==> config.mk <==
export PLATFORM = sky130hd
export DESIGN_NAME = s3m_pattern_stream_decoder
export DESIGN_NICKNAME = d
export VERILOG_FILES = /design/src/rtl/core/s3mpsd_pkg.sv /design/src/rtl/core/s3m_pattern_stream_decoder.sv
export SDC_FILE = /design/constraint.sdc
export NUM_CORES = 1
export LEC_CHECK = 0
export ABC_AREA = 1
export BUFFER_PORTS_ARGS = -buffer_cell sky130_fd_sc_hd__buf_2
export CAP_MARGIN = 10
export CELL_PAD_IN_SITES_DETAIL_PLACEMENT = 1
export CELL_PAD_IN_SITES_GLOBAL_PLACEMENT = 2
export CORE_MARGIN = 2
export CORE_UTILIZATION = 39
export DETAILED_ROUTE_END_ITERATION = 10
export PLACE_DENSITY = 0.82
export REMOVE_ABC_BUFFERS = 1
export SLEW_MARGIN = 30
export SYNTH_ARGS = -nofsm -noshare
export SYNTH_HDL_FRONTEND = slang
export SYNTH_SLANG_ARGS = --single-unit
==> constraint.sdc <==
create_clock -name i_clk -period 13.6 [get_ports i_clk]
set_input_delay 0.68 -clock i_clk [delete_from_list [all_inputs] [get_ports i_clk]]
set_output_delay 0.68 -clock i_clk [all_outputs]
set_load 0.1 [all_outputs]
==> src/rtl/core/s3mpsd_pkg.sv <==
// ============================================================================
// s3mpsd_pkg
// Shared types and constants for the packed pattern stream decoder.
// ============================================================================
package s3mpsd_pkg;

    localparam int ROWS_PER_PATTERN = 64;
    localparam int ROW_W = ($clog2(ROWS_PER_PATTERN + 1) > 6) ?
                           $clog2(ROWS_PER_PATTERN + 1) : 7;

    localparam logic [7:0] NOTE_KEY_OFF_IN = 8'd254;
    localparam logic [7:0] NOTE_EMPTY      = 8'd255;
    localparam logic [7:0] NOTE_KEY_OFF    = 8'd120;
    localparam logic [7:0] NOTE_MAX        = 8'd195;
    localparam logic [7:0] INST_NONE       = 8'd255;
    localparam logic [7:0] MACH_NONE       = 8'd255;
    localparam logic [7:0] MACH_SET        = 8'd0;
    localparam logic [7:0] CMD_NONE        = 8'd0;
    localparam logic [7:0] CMD_VOLUME      = 8'h0C;
    localparam logic [7:0] VOL_MAX         = 8'd64;

    typedef enum logic [2:0] {
        PH_IDLE,
        PH_SIZEHI,
        PH_FLAG,
        PH_NOTE,
        PH_INST,
        PH_VOL,
        PH_FX1,
        PH_FX2
    } t_phase;

endpackage

==> src/rtl/core/s3m_pattern_stream_decoder.sv <==
// ============================================================================
// s3m_pattern_stream_decoder
// Decodes a packed tracker pattern stream into one beat per pattern entry.
// ============================================================================
// Usage:
//   Input channel: one stream byte per beat (i_data_byte), with
//   i_pattern_start marking the first size byte of a pattern and
//   i_pattern_number sampled on that beat. A start beat always restarts
//   decoding and drops any partial entry.
//   Output channel: one beat per completed entry, carrying pattern,
//   channel, row, translated note, instrument, machine, command, parameter.
//   Path: the input beat that completes an entry is held in the input
//   register, and its result is then written to the result register.
//   Throughput: one input byte per cycle unless the receiver stalls; the
//   per-byte state update is a single pass of logic between the two registers.
//   Receiver stall: the result register holds its beat; the input register
//   keeps its beat, or takes one more if empty, after which o_stall rises.
//   Reset: the decoder waits for a start beat; both registers are empty.
// ============================================================================
module s3m_pattern_stream_decoder (
    input  logic       i_clk,
    input  logic       i_rst_n,
    input  logic       i_valid,
    output logic       o_stall,
    input  logic [7:0] i_data_byte,
    input  logic       i_pattern_start,
    input  logic [7:0] i_pattern_number,
    output logic       o_valid,
    input  logic       i_stall,
    output logic [7:0] o_out_pattern,
    output logic [4:0] o_out_channel,
    output logic [5:0] o_out_row,
    output logic [7:0] o_out_note,
    output logic [7:0] o_out_instrument,
    output logic [7:0] o_out_machine,
    output logic [7:0] o_out_command,
    output logic [7:0] o_out_parameter
);
    import s3mpsd_pkg::*;

    logic             r_in_valid;
    logic [7:0]       r_in_byte;
    logic             r_in_start;
    logic [7:0]       r_in_pattern;

    t_phase           r_phase, n_phase;
    logic [ROW_W-1:0] r_row, n_row;
    logic [2:0]       r_flags, n_flags;
    logic [4:0]       r_chan, n_chan;
    logic [7:0]       r_pattern, n_pattern;
    logic [7:0]       r_note, n_note;
    logic [7:0]       r_inst, n_inst;
    logic             r_mach_set, n_mach_set;
    logic             r_vol_set, n_vol_set;
    logic [7:0]       r_param, n_param;

    logic             r_out_valid;
    logic [7:0]       r_out_pattern;
    logic [4:0]       r_out_channel;
    logic [5:0]       r_out_row;
    logic [7:0]       r_out_note;
    logic [7:0]       r_out_inst;
    logic             r_out_mach_set;
    logic             r_out_vol_set;
    logic [7:0]       r_out_param;

    logic             w_adv;
    logic             w_emit;
    logic [ROW_W-1:0] w_row_inc;
    logic [7:0]       w_note_xl;
    logic [13:0]      w_vol_prod;

    assign w_adv   = r_in_valid && !(r_out_valid && i_stall);
    assign o_stall = r_in_valid && !w_adv;

    assign w_row_inc  = r_row + ROW_W'(1);
    assign w_vol_prod = 14'(r_in_byte) * 14'd255;

    always_comb begin
        if (r_in_byte == NOTE_KEY_OFF_IN) begin
            w_note_xl = NOTE_KEY_OFF;
        end else if (r_in_byte == NOTE_EMPTY) begin
            w_note_xl = NOTE_EMPTY;
        end else begin
            w_note_xl = 8'(r_in_byte[7:4]) * 8'd12 + 8'(r_in_byte[3:0]);
        end
    end

    // next phase
    always_comb begin
        n_phase = r_phase;
        if (r_in_start) begin
            n_phase = PH_SIZEHI;
        end else begin
            case (r_phase)
                PH_SIZEHI: n_phase = PH_FLAG;
                PH_FLAG: begin
                    if (r_in_byte == 8'd0) begin
                        if (w_row_inc >= ROW_W'(ROWS_PER_PATTERN)) n_phase = PH_IDLE;
                    end else if (r_in_byte[5]) begin
                        n_phase = PH_NOTE;
                    end else if (r_in_byte[6]) begin
                        n_phase = PH_VOL;
                    end else if (r_in_byte[7]) begin
                        n_phase = PH_FX1;
                    end
                end
                PH_NOTE: n_phase = PH_INST;
                PH_INST: begin
                    if (r_flags[1]) begin
                        n_phase = PH_VOL;
                    end else if (r_flags[2]) begin
                        n_phase = PH_FX1;
                    end else begin
                        n_phase = PH_FLAG;
                    end
                end
                PH_VOL:  n_phase = r_flags[2] ? PH_FX1 : PH_FLAG;
                PH_FX1:  n_phase = PH_FX2;
                PH_FX2:  n_phase = PH_FLAG;
                default: n_phase = r_phase;
            endcase
        end
    end

    // entry datapath and emit
    always_comb begin
        n_row      = r_row;
        n_flags    = r_flags;
        n_chan     = r_chan;
        n_pattern  = r_pattern;
        n_note     = r_note;
        n_inst     = r_inst;
        n_mach_set = r_mach_set;
        n_vol_set  = r_vol_set;
        n_param    = r_param;
        w_emit     = 1'b0;
        if (r_in_start) begin
            n_pattern  = r_in_pattern;
            n_row      = '0;
            n_flags    = '0;
            n_chan     = '0;
            n_note     = NOTE_EMPTY;
            n_inst     = INST_NONE;
            n_mach_set = 1'b0;
            n_vol_set  = 1'b0;
            n_param    = '0;
        end else begin
            case (r_phase)
                PH_FLAG: begin
                    if (r_in_byte == 8'd0) begin
                        n_row = w_row_inc;
                    end else begin
                        n_chan     = r_in_byte[4:0];
                        n_flags    = r_in_byte[7:5];
                        n_note     = NOTE_EMPTY;
                        n_inst     = INST_NONE;
                        n_mach_set = 1'b0;
                        n_vol_set  = 1'b0;
                        n_param    = '0;
                        w_emit     = (r_in_byte[7:5] == 3'd0);
                    end
                end
                PH_NOTE: n_note = w_note_xl;
                PH_INST: begin
                    n_inst     = r_in_byte - 8'd1;
                    n_mach_set = 1'b1;
                    w_emit     = !r_flags[1] && !r_flags[2];
                end
                PH_VOL: begin
                    if (r_in_byte <= VOL_MAX) begin
                        n_param    = w_vol_prod[13:6];
                        n_mach_set = 1'b1;
                        n_vol_set  = 1'b1;
                    end
                    w_emit = !r_flags[2];
                end
                PH_FX2:  w_emit = 1'b1;
                default: w_emit = 1'b0;
            endcase
        end
    end

    always_ff @(posedge i_clk) begin
        if (!i_rst_n) begin
            r_in_valid <= 1'b0;
        end else if (!o_stall) begin
            r_in_valid <= i_valid;
        end
        if (!o_stall) begin
            r_in_byte    <= i_data_byte;
            r_in_start   <= i_pattern_start;
            r_in_pattern <= i_pattern_number;
        end
    end

    always_ff @(posedge i_clk) begin
        if (!i_rst_n) begin
            r_phase    <= PH_IDLE;
            r_row      <= '0;
            r_flags    <= '0;
            r_chan     <= '0;
            r_pattern  <= '0;
            r_note     <= NOTE_EMPTY;
            r_inst     <= INST_NONE;
            r_mach_set <= 1'b0;
            r_vol_set  <= 1'b0;
            r_param    <= '0;
        end else if (w_adv) begin
            r_phase   <= n_phase;
            r_row     <= n_row;
            r_flags   <= n_flags;
            r_chan    <= n_chan;
            r_pattern <= n_pattern;
            if (w_emit) begin
                r_note     <= NOTE_EMPTY;
                r_inst     <= INST_NONE;
                r_mach_set <= 1'b0;
                r_vol_set  <= 1'b0;
                r_param    <= '0;
            end else begin
                r_note     <= n_note;
                r_inst     <= n_inst;
                r_mach_set <= n_mach_set;
                r_vol_set  <= n_vol_set;
                r_param    <= n_param;
            end
        end
    end

    always_ff @(posedge i_clk) begin
        if (!i_rst_n) begin
            r_out_valid <= 1'b0;
        end else if (w_adv) begin
            r_out_valid <= w_emit;
        end else if (!i_stall) begin
            r_out_valid <= 1'b0;
        end
        if (w_adv && w_emit) begin
            r_out_pattern  <= n_pattern;
            r_out_channel  <= n_chan;
            r_out_row      <= n_row[5:0];
            r_out_note     <= n_note;
            r_out_inst     <= n_inst;
            r_out_mach_set <= n_mach_set;
            r_out_vol_set  <= n_vol_set;
            r_out_param    <= n_param;
        end
    end

    assign o_valid          = r_out_valid;
    assign o_out_pattern    = r_out_pattern;
    assign o_out_channel    = r_out_channel;
    assign o_out_row        = r_out_row;
    assign o_out_note       = r_out_note;
    assign o_out_instrument = r_out_inst;
    assign o_out_machine    = r_out_mach_set ? MACH_SET : MACH_NONE;
    assign o_out_command    = r_out_vol_set ? CMD_VOLUME : CMD_NONE;
    assign o_out_parameter  = r_out_param;

endmodule

==> parameters.txt, run 1 <==
Parameter                              Value

Outcome
  Run status ... finished, final reports clean

Worst hold path
  Path type of the worst min-delay path ... input port to register

Logic synthesis
  Instance count of the mapped netlist ... 799
  Part of the Yosys area used for sequential elements ... 0.417
  Area share of and/or/nand/nor cells after synthesis ... 0.178
  Share of the synthesized area in the top cell type ... 0.266
  Xor/xnor cell area share of the yosys netlist ... 0.0137
  Adder-cell share of the synthesized area ... 0.167
  Distinct cells, synth ... 49
  Top post-synthesis cells by area ... sky130_fd_sc_hd__edfxtp_1 (27%), sky130_fd_sc_hd__dfxtp_1 (15%), sky130_fd_sc_hd__nand2_1 (8.5%), sky130_fd_sc_hd__ha_1 (8.4%), sky130_fd_sc_hd__fa_1 (8.3%)
  Biggest area consumer among synthesized cells ... sky130_fd_sc_hd__edfxtp_1
  Flip-flop cell with the highest count after synthesis ... sky130_fd_sc_hd__edfxtp_1
  Number of enable flip-flop cells after synthesis ... 62
  Yosys warning count ... 0
  Register bit total from synthesis ... 115
  Area fraction in compound gates after synthesis ... 0.120
  Syn Std Cell Area ... 0.00701 mm²
  Main combinational cell family by area after synthesis ... simple AND/OR/NAND/NOR gates
  Post-Syn Area per Cell ... 8.77 µm²
  Share of flip-flops with an asynchronous set or reset ... 0
  Proportion of synthesized area in mux cells ... 0

Critical path
  Dominant delay contributor by cell family on the critical path ... adder cells
  Critical path class ... register to register
  Cell-by-cell listing of the critical path ... inv_1, fa_1, inv_1, ha_1, fa_1, inv_1, fa_1, inv_1, ha_1, a21oi_1, inv_1, a21oi_1, nand2_1, nand2_1, nand2_1, o21ai_0, nand2_1, nand3_1, a21oi_1
  Cell occurring most often along the worst timing path ... sky130_fd_sc_hd__inv_1
  Crit path DAT ... 5.02 ns
  Crit-path max FO ... 11
  Type of element launching the critical path ... register
  Slowest CP cell ... sky130_fd_sc_hd__fa_1
  Required time worst endpoint ... 13.85 ns
  Longest individual stage delay on the worst path ... 0.57 ns
  Reg-to-reg slack, setup ... 8.83 ns
  Element type at the critical path end ... register
  Critical path buffers and inverters ... 5

CTS
  CTS resizes ... 0
  Deepest level of the CTS H-tree ... 4
  Clk Tree Root Cell ... sky130_fd_sc_hd__clkbuf_16
  Maximum clock path buffer count ... 2
  CTS sink cnt ... 115
  Clock-pin slew on the worst setup and hold paths ... 0.06 ns
  CTS tree ... yes
  TritonCTS Buffers ... 17
  Clock network latency to the later pin of the worst-skew pair ... 0.42 ns
  Total of hold buffers inserted after clock tree synthesis ... 0
  Buffers inserted during post-CTS setup optimization ... 0

GRT
  Global route total overflow ... 0
  Antenna violations before repair ... 0
  Number of global-route vias before repair ... 5,900
  Largest net degree at the start of global routing ... 49
  Global-route wire length before repair ... 30.8 mm
  Global router's overall resource usage ... 0.201

Power and ir drop
  Reported net switching power ... 0.000433 W
  Total power of the final layout ... 0.00127 W
  Static power due to leakage ... 3.54 nW
  Peak supply drop ... 0.0910 mV
  Cell Int Power ... 0.000832 W
  Share of total power in the clock network ... 0.381
  Comb pwr share ... 0.318
  Portion of total power attributed to sequential cells ... 0.301
  Pwr per Cell Area ... 156 mW/mm²
  Sw frac ... 0.342

Cells and area
  Final #Nets ... 960
  Share of post-route cells with drive strength above 1 ... 0.166
  Area occupied by multi-input gates ... 0.00338 mm²
  Antenna diodes ... 0
  Final design area excluding fillers ... 0.00813 mm²
  Count of filler cells inserted in the layout ... 2,118
  Non-filler instance count after layout ... 1,105
  Area growth from synthesis to final layout ... 16.0%
  FF/Latch Area ... 0.00292 mm²

Placed design
  Instance count after placement with tap cells included ... 1,072
  Placer's final routability congestion estimate ... 0.839
  Sum of net half-perimeters after detailed placement ... 14.1 mm
  Placed instance area ... 0.00747 mm²
  Total of buffers placed on input and output ports ... 75

Detailed routing
  ANT nets after route ... 0
  Post-Route WL ... 18.8 mm
  Initial DRC count ... 239
  Final routed DRC violation total ... 0
  Vias after detailed routing ... 5,559
  Pre-antenna DRT Iters ... 4
  Avg WL per Cell ... 17.0 µm
  Vias/cell ... 5.03

Floorplanning
  FP Rows ... 49
  Total I/O pin count ... 82
  Starting Density ... 0.394
  Vertical die dimension ... 138 µm
  Die Outline Area ... 0.0191 mm²
  Chip Width ... 138 µm
  Floorplan Core Area ... 0.0178 mm²

STA
  Tightest hold margin ... 0.431 ns
  Number of hold violations in the final report ... 0
  Post-layout minimum cycle time ... 4.77 ns
  Unrepaired setup endpoints after global routing ... false
  Number of pins exceeding their max-slew limit in the final report ... 0
  Final Setup Violations ... 0
  Slew @ Worst Pin ... 0.911 ns
  Upper clock frequency limit ... 210 MHz
  Setup TNS ... 0 ns
  Slew HR ... 0.392
  Post-route clock skew ... 0.0136 ns
  Final cycle utilization of the critical path ... 0.351

Flow run
  Max-cap violations ... 0
synthesized netlist by cell type (12+ instances only):
master / number
sky130_fd_sc_hd__edfxtp_1: 62
sky130_fd_sc_hd__a21oi_1: 68
sky130_fd_sc_hd__o21ai_0: 55
sky130_fd_sc_hd__inv_1: 126
sky130_fd_sc_hd__nor2_1: 39
sky130_fd_sc_hd__buf_4: 17
sky130_fd_sc_hd__nand2_1: 158
sky130_fd_sc_hd__clkbuf_1: 12
sky130_fd_sc_hd__ha_1: 47
sky130_fd_sc_hd__nand3_1: 39
sky130_fd_sc_hd__fa_1: 29
sky130_fd_sc_hd__dfxtp_1: 53
power groups by stage:
stage | Combinational [W] | Sequential [W] | Clock (W)
detailed placement | 0.000403 | 0.000388 | 0
global route | 0.000465 | 0.000382 | 0.000503
finish | 0.000403 | 0.000381 | 0.000482
global placement | 0.000395 | 0.000388 | 0
floorplan | 0.000290 | 0.000389 | 0
CTS | 0.000406 | 0.000381 | 0.000489
metrics by stage:
stage | utilization | setup WS (ns)
4_1_cts | 0.456 | 8.77
3_5_place_dp | 0.420 | 8.80
3_3_place_gp | 0.420 | 8.94
2_1_floorplan | - | 8.03
6_report | 0.457 | 8.83
5_1_grt | 0.457 | 8.39
flip-flops by register name, indices dropped and copies added (netlist names), 7 cells and up:
register,cells
r_param,8
r_in_byte,8
o_out_note,8
r_row,7
r_in_pattern,8
o_out_pattern,8
o_out_instrument,8
r_pattern,8
r_inst,8
r_note,8
o_out_parameter,8
final timing paths:
check	start	endpoint	cells past startpoint
worst max-delay path	r_in_byte[5]	r_param[4]	19
worst min-delay path	i_pattern_number[1]	r_in_pattern[1]	1
worst max register to register	r_in_byte[5]	r_param[4]	19
worst min register to register	r_pattern[0]	r_pattern[0]	2
cells by family after synthesis:
| group | count (synthesis) |
|---|---|
| and+or+nand+nor | 274 |
| buffers and inverters | 170 |
| xor gates and xnor gates | 11 |
| AOI/OAI and AO/OA | 152 |
| DFF | 115 |
| other | 1 |
| adders and majority gates | 76 |
routing by layer:
layer | wire, µm | track usage | vias to the layer above
met5 | 0 | 0 | -
met1 | 8450 | 0.258 | 2732
met3 | 640 | 0.0398 | 21
li1 | - | - | 2701
met2 | 9330 | 0.341 | 105
met4 | 372 | 0.0682 | 0
area by class of cell:
type | instances | share of cell area
multi-input cells | 519 | 0.415
flip-flops and latches | 115 | 0.360
clock buffers | 25 | 0.0648
inverters | 133 | 0.0620
repair buffers | 77 | 0.0485
well taps | 229 | 0.0353
clock inverters | 7 | 0.0143
layout by cell type, fill, tap and decap left out, types with 4 or more instances in the layout:
cell                          n
sky130_fd_sc_hd__inv_2        5
sky130_fd_sc_hd__nand2_2      4
sky130_fd_sc_hd__ha_1        47
sky130_fd_sc_hd__o21ai_0     55
sky130_fd_sc_hd__edfxtp_1    62
sky130_fd_sc_hd__clkbuf_16   18
sky130_fd_sc_hd__nand2_1    158
sky130_fd_sc_hd__a21oi_1     68
sky130_fd_sc_hd__nor2_4       6
sky130_fd_sc_hd__buf_2       75
sky130_fd_sc_hd__nor2_1      39
sky130_fd_sc_hd__o21ai_2      4
sky130_fd_sc_hd__nand4_1      8
sky130_fd_sc_hd__fa_1        29
sky130_fd_sc_hd__dfxtp_1     53
sky130_fd_sc_hd__xor2_1       7
sky130_fd_sc_hd__xnor2_1      4
sky130_fd_sc_hd__nand3_1     39
sky130_fd_sc_hd__inv_1      125
sky130_fd_sc_hd__clkbuf_8     5
sky130_fd_sc_hd__nand3_2      5
sky130_fd_sc_hd__conb_1       6
sky130_fd_sc_hd__a211oi_1     7
No activity file was read; power rests on OpenSTA's default activity.
==> run 2, diff against run 1 <==
--- a/config.mk
+++ b/config.mk
@@ -5,15 +5,15 @@
 export SDC_FILE = /design/constraint.sdc
 export NUM_CORES = 1
 export LEC_CHECK = 0
-export ABC_AREA = 1
+export ABC_AREA = 0
 export BUFFER_PORTS_ARGS = -buffer_cell sky130_fd_sc_hd__buf_2
 export CAP_MARGIN = 10
 export CELL_PAD_IN_SITES_DETAIL_PLACEMENT = 1
 export CELL_PAD_IN_SITES_GLOBAL_PLACEMENT = 2
 export CORE_MARGIN = 2
-export CORE_UTILIZATION = 39
+export CORE_UTILIZATION = 37
 export DETAILED_ROUTE_END_ITERATION = 10
-export PLACE_DENSITY = 0.82
+export PLACE_DENSITY = 0.75
 export REMOVE_ABC_BUFFERS = 1
 export SLEW_MARGIN = 30
 export SYNTH_ARGS = -nofsm -noshare
==> constraint.sdc (replaced) <==
create_clock -name i_clk -period 5 [get_ports i_clk]
set_input_delay 0.25 -clock i_clk [delete_from_list [all_inputs] [get_ports i_clk]]
set_output_delay 0.25 -clock i_clk [all_outputs]
set_load 0.1 [all_outputs]
==> parameters.txt, run 2 <==
Parameter                              Value

Cells and area
  Area growth from synthesis to final layout ... 19.4% (was 16.0%)
  Final #Nets ... 883 (was 960)
  Commonest non-fill, non-tap cell in the layout ... sky130_fd_sc_hd__nand2_1 (unchanged)
  Share of post-route cells with drive strength above 1 ... 0.191 (was 0.166)
  Non-filler instance count after layout ... 1,028 (was 1,105)
  Top library cells by usage in the layout, fill and taps aside ... sky130_fd_sc_hd__nand2_1 (104), sky130_fd_sc_hd__buf_2 (75), sky130_fd_sc_hd__edfxtp_1 (62) (was sky130_fd_sc_hd__nand2_1 (158), sky130_fd_sc_hd__inv_1 (125), sky130_fd_sc_hd__buf_2 (75))
  Count of filler cells inserted in the layout ... 2,019 (was 2,118)
  Antenna diodes ... 0 (unchanged)

Placed design
  Placer's final routability congestion estimate ... 0.858 (was 0.839)
  Total of buffers placed on input and output ports ... 75 (unchanged)
  Instance count after placement with tap cells included ... 981 (was 1,072)
  Placement Setup Slack ... 0.261 ns (was 8.80 ns)
  Sum of net half-perimeters after detailed placement ... 13.5 mm (was 14.1 mm)

Critical path
  Dominant delay contributor by cell family on the critical path ... adder cells (unchanged)
  Required time worst endpoint ... 5.24 ns (was 13.85 ns)
  Type of element launching the critical path ... register (unchanged)
  Slowest CP cell ... sky130_fd_sc_hd__fa_1 (unchanged)
  Element type at the critical path end ... register (unchanged)
  Crit path DAT ... 4.92 ns (was 5.02 ns)
  Critical path buffers and inverters ... 3 (was 5)
  Longest individual stage delay on the worst path ... 0.58 ns (was 0.57 ns)
  Crit-path max FO ... 8 (was 11)
  Cell occurring most often along the worst timing path ... sky130_fd_sc_hd__fa_1 (was sky130_fd_sc_hd__inv_1)
  Cell-by-cell listing of the critical path ... clkinvlp_4, buf_4, fa_1, fa_1, fa_1, fa_1, inv_1, ha_1, and3_1, a21oi_1, o21ai_1, nor2_2, mux2i_1, nand2_1, a311oi_1 (was inv_1, fa_1, inv_1, ha_1, fa_1, inv_1, fa_1, inv_1, ha_1, a21oi_1, inv_1, a21oi_1, nand2_1, nand2_1, nand2_1, o21ai_0, nand2_1, nand3_1, a21oi_1)
  Critical path class ... register to register (unchanged)

Logic synthesis
  Distinct cells, synth ... 67 (was 49)
  Share of the synthesized area in the top cell type ... 0.272 (was 0.266)
  Part of the Yosys area used for sequential elements ... 0.426 (was 0.417)
  Dominant cell by count in the synthesized netlist ... sky130_fd_sc_hd__nand2_1 (unchanged)
  Post-synth top cells ... sky130_fd_sc_hd__nand2_1 (105), sky130_fd_sc_hd__edfxtp_1 (62), sky130_fd_sc_hd__inv_1 (61), sky130_fd_sc_hd__dfxtp_1 (53), sky130_fd_sc_hd__ha_1 (47) (was sky130_fd_sc_hd__nand2_1 (158), sky130_fd_sc_hd__inv_1 (126), sky130_fd_sc_hd__a21oi_1 (68), sky130_fd_sc_hd__edfxtp_1 (62), sky130_fd_sc_hd__o21ai_0 (55))
  Register bit total from synthesis ... 115 (unchanged)
  Flip-flop cell with the highest count after synthesis ... sky130_fd_sc_hd__edfxtp_1 (unchanged)
  Yosys warning count ... 0 (unchanged)
  Number of enable flip-flop cells after synthesis ... 62 (unchanged)
  Instance count of the mapped netlist ... 696 (was 799)
  Top post-synthesis cells by area ... sky130_fd_sc_hd__edfxtp_1 (27%), sky130_fd_sc_hd__dfxtp_1 (15%), sky130_fd_sc_hd__ha_1 (8.6%), sky130_fd_sc_hd__fa_1 (8.5%), sky130_fd_sc_hd__nand2_1 (5.7%) (was sky130_fd_sc_hd__edfxtp_1 (27%), sky130_fd_sc_hd__dfxtp_1 (15%), sky130_fd_sc_hd__nand2_1 (8.5%), sky130_fd_sc_hd__ha_1 (8.4%), sky130_fd_sc_hd__fa_1 (8.3%))
  Post-Syn Area per Cell ... 9.85 µm² (was 8.77 µm²)
  Biggest area consumer among synthesized cells ... sky130_fd_sc_hd__edfxtp_1 (unchanged)
  Syn Std Cell Area ... 0.00686 mm² (was 0.00701 mm²)
  Share of flip-flops with an asynchronous set or reset ... 0 (unchanged)

CTS
  Clock-pin slew on the worst setup and hold paths ... 0.06 ns (about the same)
  TritonCTS Buffers ... 17 (unchanged)
  CTS sink cnt ... 115 (unchanged)
  Clk Tree Root Cell ... sky130_fd_sc_hd__clkbuf_16 (unchanged)
  Clock network latency to the later pin of the worst-skew pair ... 0.42 ns (about the same)
  Maximum clock path buffer count ... 2 (unchanged)
  CTS tree ... yes (unchanged)
  Deepest level of the CTS H-tree ... 4 (unchanged)

GRT
  Largest net degree at the start of global routing ... 57 (was 49)
  Most utilized layer in the global route result ... met2 (unchanged)
  Met2 Use GR ... 0.357 (was 0.341)
  Number of global-route vias before repair ... 5,765 (was 5,900)
  Global router's overall resource usage ... 0.199 (was 0.201)
  Global-route met3 utilization ... 0.0325 (was 0.0398)
  Antenna violations before repair ... 0 (unchanged)
  Global-route wire length before repair ... 30.6 mm (was 30.8 mm)
  GRT met1 Usage ... 0.250 (was 0.258)
  Global route total overflow ... 0 (unchanged)

Floorplanning
  Floorplan Core Area ... 0.0181 mm² (was 0.0178 mm²)
  Chip Width ... 140 µm (was 138 µm)
  FP Rows ... 49 (unchanged)
  Total I/O pin count ... 82 (unchanged)
  Vertical die dimension ... 140 µm (was 138 µm)
  Die Outline Area ... 0.0196 mm² (was 0.0191 mm²)
  Starting Density ... 0.379 (was 0.394)

Outcome
  Run status ... finished with violations (was finished, final reports clean)
  Failing checks ... DRC

Worst hold path
  Path type of the worst min-delay path ... input port to register (unchanged)

STA
  Slew HR ... 0.406 (was 0.392)
  Post-layout minimum cycle time ... 4.68 ns (was 4.77 ns)
  Final cycle utilization of the critical path ... 0.936 (was 0.351)
  Post-route worst setup slack ... 0.322 ns (was 8.83 ns)
  Upper clock frequency limit ... 214 MHz (was 210 MHz)
  Number of pins exceeding their max-slew limit in the final report ... 0 (unchanged)
  Unrepaired setup endpoints after global routing ... false (unchanged)
  Slew @ Worst Pin ... 0.890 ns (was 0.911 ns)
  Final Setup Violations ... 0 (unchanged)
  Number of hold violations in the final report ... 0 (unchanged)
  Post-route clock skew ... 0.0147 ns (was 0.0136 ns)

Detailed routing
  Post-Route WL ... 18.8 mm (about the same)
  Avg WL per Cell ... 18.3 µm (was 17.0 µm)
  Vias after detailed routing ... 5,282 (was 5,559)
  Pre-antenna DRT Iters ... 10 (was 4)
  Vias/cell ... 5.14 (was 5.03)
  Initial DRC count ... 169 (was 239)
  Final routed DRC violation total ... 3 (was 0)
  ANT nets after route ... 0 (unchanged)

Flow run
  Max-cap violations ... 0 (unchanged)

Power and ir drop
  Pwr per Cell Area ... 410 mW/mm² (was 156 mW/mm²)
  Peak supply drop ... 0.214 mV (was 0.0910 mV)
  Static power due to leakage ... 3.47 nW (was 3.54 nW)
[run 2: cell types whose count changed in the layout (fill, tap and decap cells not counted), moves of 8 or more]
cell                       delta
sky130_fd_sc_hd__mux2_2       +8
sky130_fd_sc_hd__inv_1       -65
sky130_fd_sc_hd__nand2_1     -54
sky130_fd_sc_hd__a21oi_1     -40
sky130_fd_sc_hd__o21ai_0     -17
sky130_fd_sc_hd__a21boi_0    +19
sky130_fd_sc_hd__buf_4       +25
sky130_fd_sc_hd__nor2b_1      +8
sky130_fd_sc_hd__xnor2_1     +15
[run 2: per-layer routing]
| metal | part of all wire | vias to the layer above |
|---|---|---|
| met2 | 0.51 | 92 |
| met4 | 0.0092 | 0 |
| met1 | 0.45 | 2621 |
| li1 | - | 2554 |
| met5 | 0 | - |
| met3 | 0.031 | 15 |
[run 2: what timing repair did]
action | in CTS | in global routing
setup buffers | 0 | 10
endpoints found under the setup margin | 0 | 1
hold buffers | 4 | 1
resized for setup | 0 | 2
hold endpoints to repair | 4 | 1
[run 2: path summary, 6_finish.rpt]
kind                   endpoint  cells past startpoint           startpoint  slack, ns
max          o_out_parameter[6]                     15         r_in_byte[5]       0.32
min             r_in_pattern[0]                      1  i_pattern_number[0]       0.01
max reg2reg  o_out_parameter[6]                     15         r_in_byte[5]       0.32
min reg2reg        r_pattern[2]                      2         r_pattern[2]       0.46
[run 2: where the power goes]
| part | leakage [nW] | internal [W] | total (W) | switching, W |
|---|---|---|---|---|
| sequential | 1.05 | 0.00101 | 0.00102 | 0.0000121 |
| combinational | 2.13 | 0.000429 | 0.00108 | 0.000649 |
| clock | 0.286 | 0.000787 | 0.00125 | 0.000467 |
| total | 3.47 | 0.00223 | 0.00336 | 0.00113 |
[run 2: area by class of cell]
type	instances	area (µm²)	area share
clock buffers	17	425	0.0520
clock inverters	15	183	0.0223
inverters	62	236	0.0289
multi-input cells	484	3510	0.429
flip-flops and latches	115	2920	0.357
well taps	229	287	0.0350
repair buffers	106	621	0.0758
[run 2: logic make-up (layout without fill, tap and decap cells)]
group           Yosys count  count (layout)  share of synthesized area
mux                      11              11                     0.0175
buf+inv                 102             200                     0.0659
flops                   115             115                      0.426
compound gates          137             137                      0.130
simple gates            228             228                      0.156
other cells               1               6                   0.000547
xor+xnor                 26              26                     0.0332
fa+ha+maj                76              76                      0.170
[run 2: per-stage QoR]
stage / utilization / hold WS, ns / setup TNS, ns / total power, W / cell area [µm²]
6_report: 0.452 / 0.0128 / 0 / 0.00336 / 8180
5_1_grt: 0.452 / 0.000288 / 0 / 0.00358 / 8180
4_1_cts: 0.447 / 0.0000518 / 0 / 0.00337 / 8090
3_5_place_dp: 0.411 / 0.429 / 0 / 0.00208 / 7440
3_3_place_gp: 0.411 / 0.427 / 0 / 0.00207 / 7440
2_1_floorplan: - / 0.349 / -1.15 / 0.00182 / 6660
